$ cat src/rtl/gmw_pkg.sv
// Shared types and constants of the grayscale morphology window.
// No dependencies; used by every module of the block.
`default_nettype none

package gmw_pkg;

    localparam int PIXEL_W     = 8;
    localparam int POS_W       = 10;
    localparam int CFG_DIM_W   = 11;
    localparam int RADIUS_W    = 2;
    localparam int MASK_W      = 49;
    localparam int MASK_IDX_W  = 6;
    localparam int MODE_W      = 2;
    localparam int CFG_ADDR_W  = 3;
    localparam int CFG_DATA_W  = 49;
    localparam int OUT_DATA_W  = 32;
    localparam int MAX_HEIGHT  = 1024;

    localparam int DEF_MAX_WIDTH  = 1024;
    localparam int DEF_MAX_RADIUS = 3;

    localparam logic [CFG_DIM_W-1:0] RST_IMG_WIDTH    = 11'd640;
    localparam logic [CFG_DIM_W-1:0] RST_IMG_HEIGHT   = 11'd480;
    localparam logic [RADIUS_W-1:0]  RST_RADIUS       = 2'd1;
    localparam logic [MASK_W-1:0]    RST_ELEMENT_MASK = 49'd186;

    typedef enum logic [CFG_ADDR_W-1:0] {
        REG_IMG_WIDTH    = 3'd0,
        REG_IMG_HEIGHT   = 3'd1,
        REG_RADIUS       = 3'd2,
        REG_ELEMENT_MASK = 3'd3,
        REG_MODE         = 3'd4
    } t_reg_idx;

    typedef enum logic [MODE_W-1:0] {
        MODE_EROSION  = 2'd0,
        MODE_DILATION = 2'd1,
        MODE_GRADIENT = 2'd2
    } t_mode;

    // Window stage controls: shift in a new column, register row reductions.
    typedef struct packed {
        logic shift;
        logic reduce;
    } t_win_ctrl;

endpackage

`default_nettype wire

$ cat src/rtl/gmw_window.sv
// Square pixel window, structuring element decode and per-row min/max stage.
// Depends on gmw_pkg.
`default_nettype none

module gmw_window #(
    parameter int MAX_RADIUS = gmw_pkg::DEF_MAX_RADIUS
) (
    input  logic                                          i_clk,
    input  gmw_pkg::t_win_ctrl                            i_ctrl,
    input  logic [2*MAX_RADIUS:0][gmw_pkg::PIXEL_W-1:0]   i_col,
    input  logic [gmw_pkg::RADIUS_W-1:0]                  i_radius,
    input  logic [gmw_pkg::MASK_W-1:0]                    i_element_mask,
    output logic [2*MAX_RADIUS:0][gmw_pkg::PIXEL_W-1:0]   o_row_min,
    output logic [2*MAX_RADIUS:0][gmw_pkg::PIXEL_W-1:0]   o_row_max,
    output logic [2*MAX_RADIUS:0]                         o_row_any
);

    import gmw_pkg::*;

    localparam int WSIDE = 2 * MAX_RADIUS + 1;

    // r_win[d][e] is the pixel d rows above and e columns left of the newest.
    logic [WSIDE-1:0][WSIDE-1:0][PIXEL_W-1:0] r_win;
    logic [WSIDE-1:0][WSIDE-1:0]              r_emask;
    logic [WSIDE-1:0][WSIDE-1:0]              n_emask;
    logic [WSIDE-1:0][PIXEL_W-1:0]            r_row_min;
    logic [WSIDE-1:0][PIXEL_W-1:0]            r_row_max;
    logic [WSIDE-1:0]                         r_row_any;
    logic [WSIDE-1:0][PIXEL_W-1:0]            n_row_min;
    logic [WSIDE-1:0][PIXEL_W-1:0]            n_row_max;
    logic [WSIDE-1:0]                         n_row_any;
    logic [2:0]                               two_r;
    logic [3:0]                               side;
    logic [MASK_IDX_W-1:0]                    bit_idx;

    // Map each window cell onto its mask bit; bit k*side+l is window row k,
    // column l counted from the top left, i.e. cell (2r-k, 2r-l) here.
    always_comb begin
        two_r   = {i_radius, 1'b0};
        side    = {1'b0, two_r} + 4'd1;
        bit_idx = '0;
        n_emask = '0;
        for (int d = 0; d < WSIDE; d++) begin
            for (int e = 0; e < WSIDE; e++) begin
                if (d <= int'(two_r) && e <= int'(two_r)) begin
                    bit_idx = MASK_IDX_W'((int'(two_r) - d) * int'(side)
                                          + (int'(two_r) - e));
                    n_emask[d][e] = i_element_mask[bit_idx];
                end
            end
        end
    end

    always_ff @(posedge i_clk) begin
        r_emask <= n_emask;
        if (i_ctrl.shift) begin
            for (int d = 0; d < WSIDE; d++) begin
                for (int e = WSIDE - 1; e > 0; e--) begin
                    r_win[d][e] <= r_win[d][e-1];
                end
                r_win[d][0] <= i_col[d];
            end
        end
    end

    // Unselected cells leave the neutral values, so empty rows drop out.
    always_comb begin
        for (int d = 0; d < WSIDE; d++) begin
            n_row_min[d] = '1;
            n_row_max[d] = '0;
            n_row_any[d] = 1'b0;
            for (int e = 0; e < WSIDE; e++) begin
                if (r_emask[d][e]) begin
                    if (r_win[d][e] < n_row_min[d]) begin
                        n_row_min[d] = r_win[d][e];
                    end
                    if (r_win[d][e] > n_row_max[d]) begin
                        n_row_max[d] = r_win[d][e];
                    end
                    n_row_any[d] = 1'b1;
                end
            end
        end
    end

    always_ff @(posedge i_clk) begin
        if (i_ctrl.reduce) begin
            r_row_min <= n_row_min;
            r_row_max <= n_row_max;
            r_row_any <= n_row_any;
        end
    end

    assign o_row_min = r_row_min;
    assign o_row_max = r_row_max;
    assign o_row_any = r_row_any;

endmodule

`default_nettype wire

$ cat config.mk
export PLATFORM = sky130hd
export DESIGN_NAME = gmw_window
export DESIGN_NICKNAME = d
export VERILOG_FILES = /design/src/rtl/gmw_pkg.sv /design/src/rtl/gmw_window.sv
export SDC_FILE = /design/constraint.sdc
export NUM_CORES = 2
export LEC_CHECK = 0
export BUFFER_PORTS_ARGS = -buffer_cell sky130_fd_sc_hd__buf_4
export CORE_MARGIN = 3
export CORE_UTILIZATION = 60
export DETAILED_ROUTE_END_ITERATION = 6
export MAX_ROUTING_LAYER = met4
export PLACE_DENSITY = 0.77
export SLEW_MARGIN = 20
export SYNTH_ARGS = -nofsm -noshare
export SYNTH_HDL_FRONTEND = slang
export SYNTH_SLANG_ARGS = --single-unit
$ cat constraint.sdc
create_clock -name i_clk -period 22.9 [get_ports i_clk]
set_input_delay 2.29 -clock i_clk [delete_from_list [all_inputs] [get_ports i_clk]]
set_output_delay 2.29 -clock i_clk [all_outputs]
set_load 0.01 [all_outputs]
==> metrics.md <==
| Metric | Value |
|---|---|
| Status | complete, no violations |
| Initial Util | between 60% and 70% |
| Worst Skew | around 28 ps |
| GR Util All Layers | 29.51% |
| Antenna violations before repair | 37 |
| RSZ-0062 raised after global routing | false |
| HPWL after detailed placement | 86.57 mm |
| R2R Setup Slk | 9860 ps |
| Initial DRC count | 2625 |
| Yosys warns | 0 |
| Post-cts gate resize count | 0 |
| Post-synthesis mux area share | 14.54% |
| Setup bufs post-CTS | 0 |
| Slew margin rel. | a little under a quarter |
| Crit. End Element | flop |
| CP peak stage delay | roughly 800 ps |
| Fmax | roughly 77 MHz |
| EDFF count, synth | a little over 500 |
| Final hold violation count | 0 |
| Die Ht | approximately 280 um |
| Syn_area_per_cell | roughly 10 um2 |
| Primary FF master, synth | edfxtp_1 |
| Longest Clk Path Bufs | 3 |
| Fillers | approximately 5.8k |
| CTS Root Cell | clkbuf_16 |
| Met1 GRT Util | 36.26% |
| Vias in the first global route | ~35k |
| Final period util | 56.94% |
| Synth Area in Simple Gates | a little under an eighth |
| Post-synth cell types | 99 |
| Leakage | approximately 23 nW |
| CTS tree | built |
| Die W | approximately 280 um |
| Asr flop ratio synth | 0% |
| Synthesized area | about 45000 um2 |
| Pre-antenna DRT Iters | 6 |
| Overall die area | roughly 80000 um2 |
| GR Overflow Total | 0 |
| First-pass GRT wire length | 182.8 mm |
| Kind of critical path | reg2reg |
| Via count | 35.36k |
| Syn Nets | 5204 |
| DRC Markers | 0 |
| # IOs | ~230 |
| Clk pwr share | between 20% and 30% |
| Clock sink count | 560 |
| Layout area overhead | 10.99% |
| Gr busiest metal | met2 |
| Non-filler cells, final | 5736 |
| Worst skew pair latency | roughly 620 ps |
| Max-slew violation total from the final report | 0 |
| Crit path launch type | flop |
| Std-Cell Rows | 100 |
| Critical Path Fanout Max | 18 |
| Core region area | ~75000 um2 |
| GP Congestion | a little under 1 |
| Flop pwr share | 33.2% |
| CTS hold repair buffers | 0 |
| Seq cells post-synth | 560 |
| Minimum clock period | 13040 ps |
| Peak VDD IR | 0.07252 mV |
| Net Switching | 0.001461 W |
| Vias per cell | 6.165 |
| CP required | approximately 23000 ps |
| Sw Share | 35.51% |
| Routing usage on met2 | a little under 50% |
| Power density over the cells | 81.54 nW/um2 |
| Antenna Violating Nets Remaining | 0 |
| Xor and xnor area share after synthesis | about 1.1% |
| Count of max-cap constraint violations | 0 |
| Internal power | between 0.002 and 0.003 W |
| Setup Total Neg Slack | 0 ps |
| Worst min path class | reg2reg |
| Met3 GRT Util | under 10% |
| Setup violators final | 0 |
| Power share of the combinational group | around 40% |
| Tightest Pin Transition | ~1100 ps |
| Slowest CP cell | o311ai_2 |
| Clk slew on worst S/H paths | around 60 ps |
| Port bufs | ~230 |
| Power Total | between 0.004 and 0.005 W |
| Compound-cell area share of the yosys netlist | about 15% |
| Seq/Total Area, Yosys | 35.92% |
| CTS H-tree lvls | 3 |
| Nets | between 5k and 6k |
| CTS buffer count | between 60 and 70 |
| Largest net degree at the start of global routing | ~160 |
| Cell count after synthesis | 4483 |
| Post-Route WL | around 110 mm |
| Final Hold Slack | roughly 460 ps |
| CP Data Arrival Time | approximately 13000 ps |
| Routed WL per cell | 20.01 um |
| Placed Instances | around 5.6k |
| Layout cells sized above 1 | a little over an eighth |
| Synth Area in Adders | between 10% and 20% |
| Largest family of logic cells by synthesized area | adder cells |
[routing by layer]
metal,vias up,wire [um]
li1,17120,-
met1,16810,48130
met2,1183,54170
met3,244,8935
met4,0,3566
met5,-,0
[path summary, 6_finish.rpt]
path,startpoint,cells after the start,end
worst max register to register,r_emask[7]$_SDFF_PP0_,48,o_row_max[8]$_DFFE_PP_
worst min register to register,r_win[336]$_DFFE_PP_,0,r_win[344]$_DFFE_PP_
worst min-delay path,r_win[336]$_DFFE_PP_,0,r_win[344]$_DFFE_PP_
worst max-delay path,r_emask[7]$_SDFF_PP0_,48,o_row_max[8]$_DFFE_PP_
[through the flow]
step                      area (um2)  util (%)  setup slack (ps)
final                          50440     67.52              9861
after floorplan                45450         -             11630
after CTS                      50320     67.36             10040
after detailed placement       48060     64.35             10100
after global placement         48060     64.34             10460
after global routing           50440     67.52              8997
[power by group through the flow]
stage | sequential, W | combinational, W | clock (W)
2_1_floorplan | 0.00137 | 0.00115 | 0
3_3_place_gp | 0.00138 | 0.00156 | 0
3_5_place_dp | 0.00138 | 0.00161 | 0
4_1_cts | 0.00137 | 0.00163 | 0.00113
5_1_grt | 0.00138 | 0.00185 | 0.00117
6_report | 0.00137 | 0.00164 | 0.00111
[cells in the final DEF (no fill, tap or decap), types with 87 or more instances in the layout]
cell / instances
ha_1: 608
inv_1: 511
edfxtp_1: 511
mux2i_1: 311
a21oi_1: 298
nand2_1: 296
nor2_1: 248
buf_4: 242
o21ai_0: 204
mux2_2: 132
a21o_1: 116
nor2b_1: 110
mux4_2: 87
[final cells by class]
class	instances	area, um2	area share, %
timing repair buffer	245	1863	3.694
clock inverter	42	436.7	0.8657
antenna	38	95.09	0.1885
clock buffer	84	1814	3.597
tap	969	1212	2.404
sequential	560	16330	32.37
inverter	516	1937	3.840
multi-input combinational	3282	26750	53.04
[critical path: cells and delay by family (launching register included)]
kind / cells / cell delay, ps
AOI/OAI and AO/OA: 22 / 5690
muxes: 5 / 1920
buffers and inverters: 2 / 140
DFF: 1 / 620
and+or+nand+nor: 13 / 2680
adders and majority gates: 6 / 1730
[sequential cells by signal, summed over array words and instances (netlist names)]
| register | cells |
|---|---|
| o_row_any | 7 |
| o_row_max | 56 |
| o_row_min | 56 |
| r_emask | 49 |
| r_win | 392 |
[synthesized netlist by cell type, types with 84 or more instances]
cell / number / area, um2
ha_1: 609 / 7620
edfxtp_1: 511 / 15340
inv_1: 511 / 1918
mux2i_1: 311 / 3113
a21oi_1: 299 / 1496
nand2_1: 296 / 1111
nor2_1: 248 / 930.9
o21ai_0: 204 / 1021
mux2_2: 132 / 1486
a21o_1: 116 / 870.8
clkbuf_1: 110 / 412.9
nor2b_1: 110 / 688.2
mux4_2: 87 / 1959
nand4_1: 84 / 525.5
[cell families (layout without fill, tap and decap cells)]
family,count (synthesis),after routing
flip-flops,560,560
multiplexers,534,534
AO/OA/AOI/OAI,1022,1022
AND/OR/NAND/NOR,1052,1052
buffers and inverters,641,887
other,0,38
XOR/XNOR,55,55
adder cells (fa/ha/maj),619,619
(Power assumes the default switching activity.)
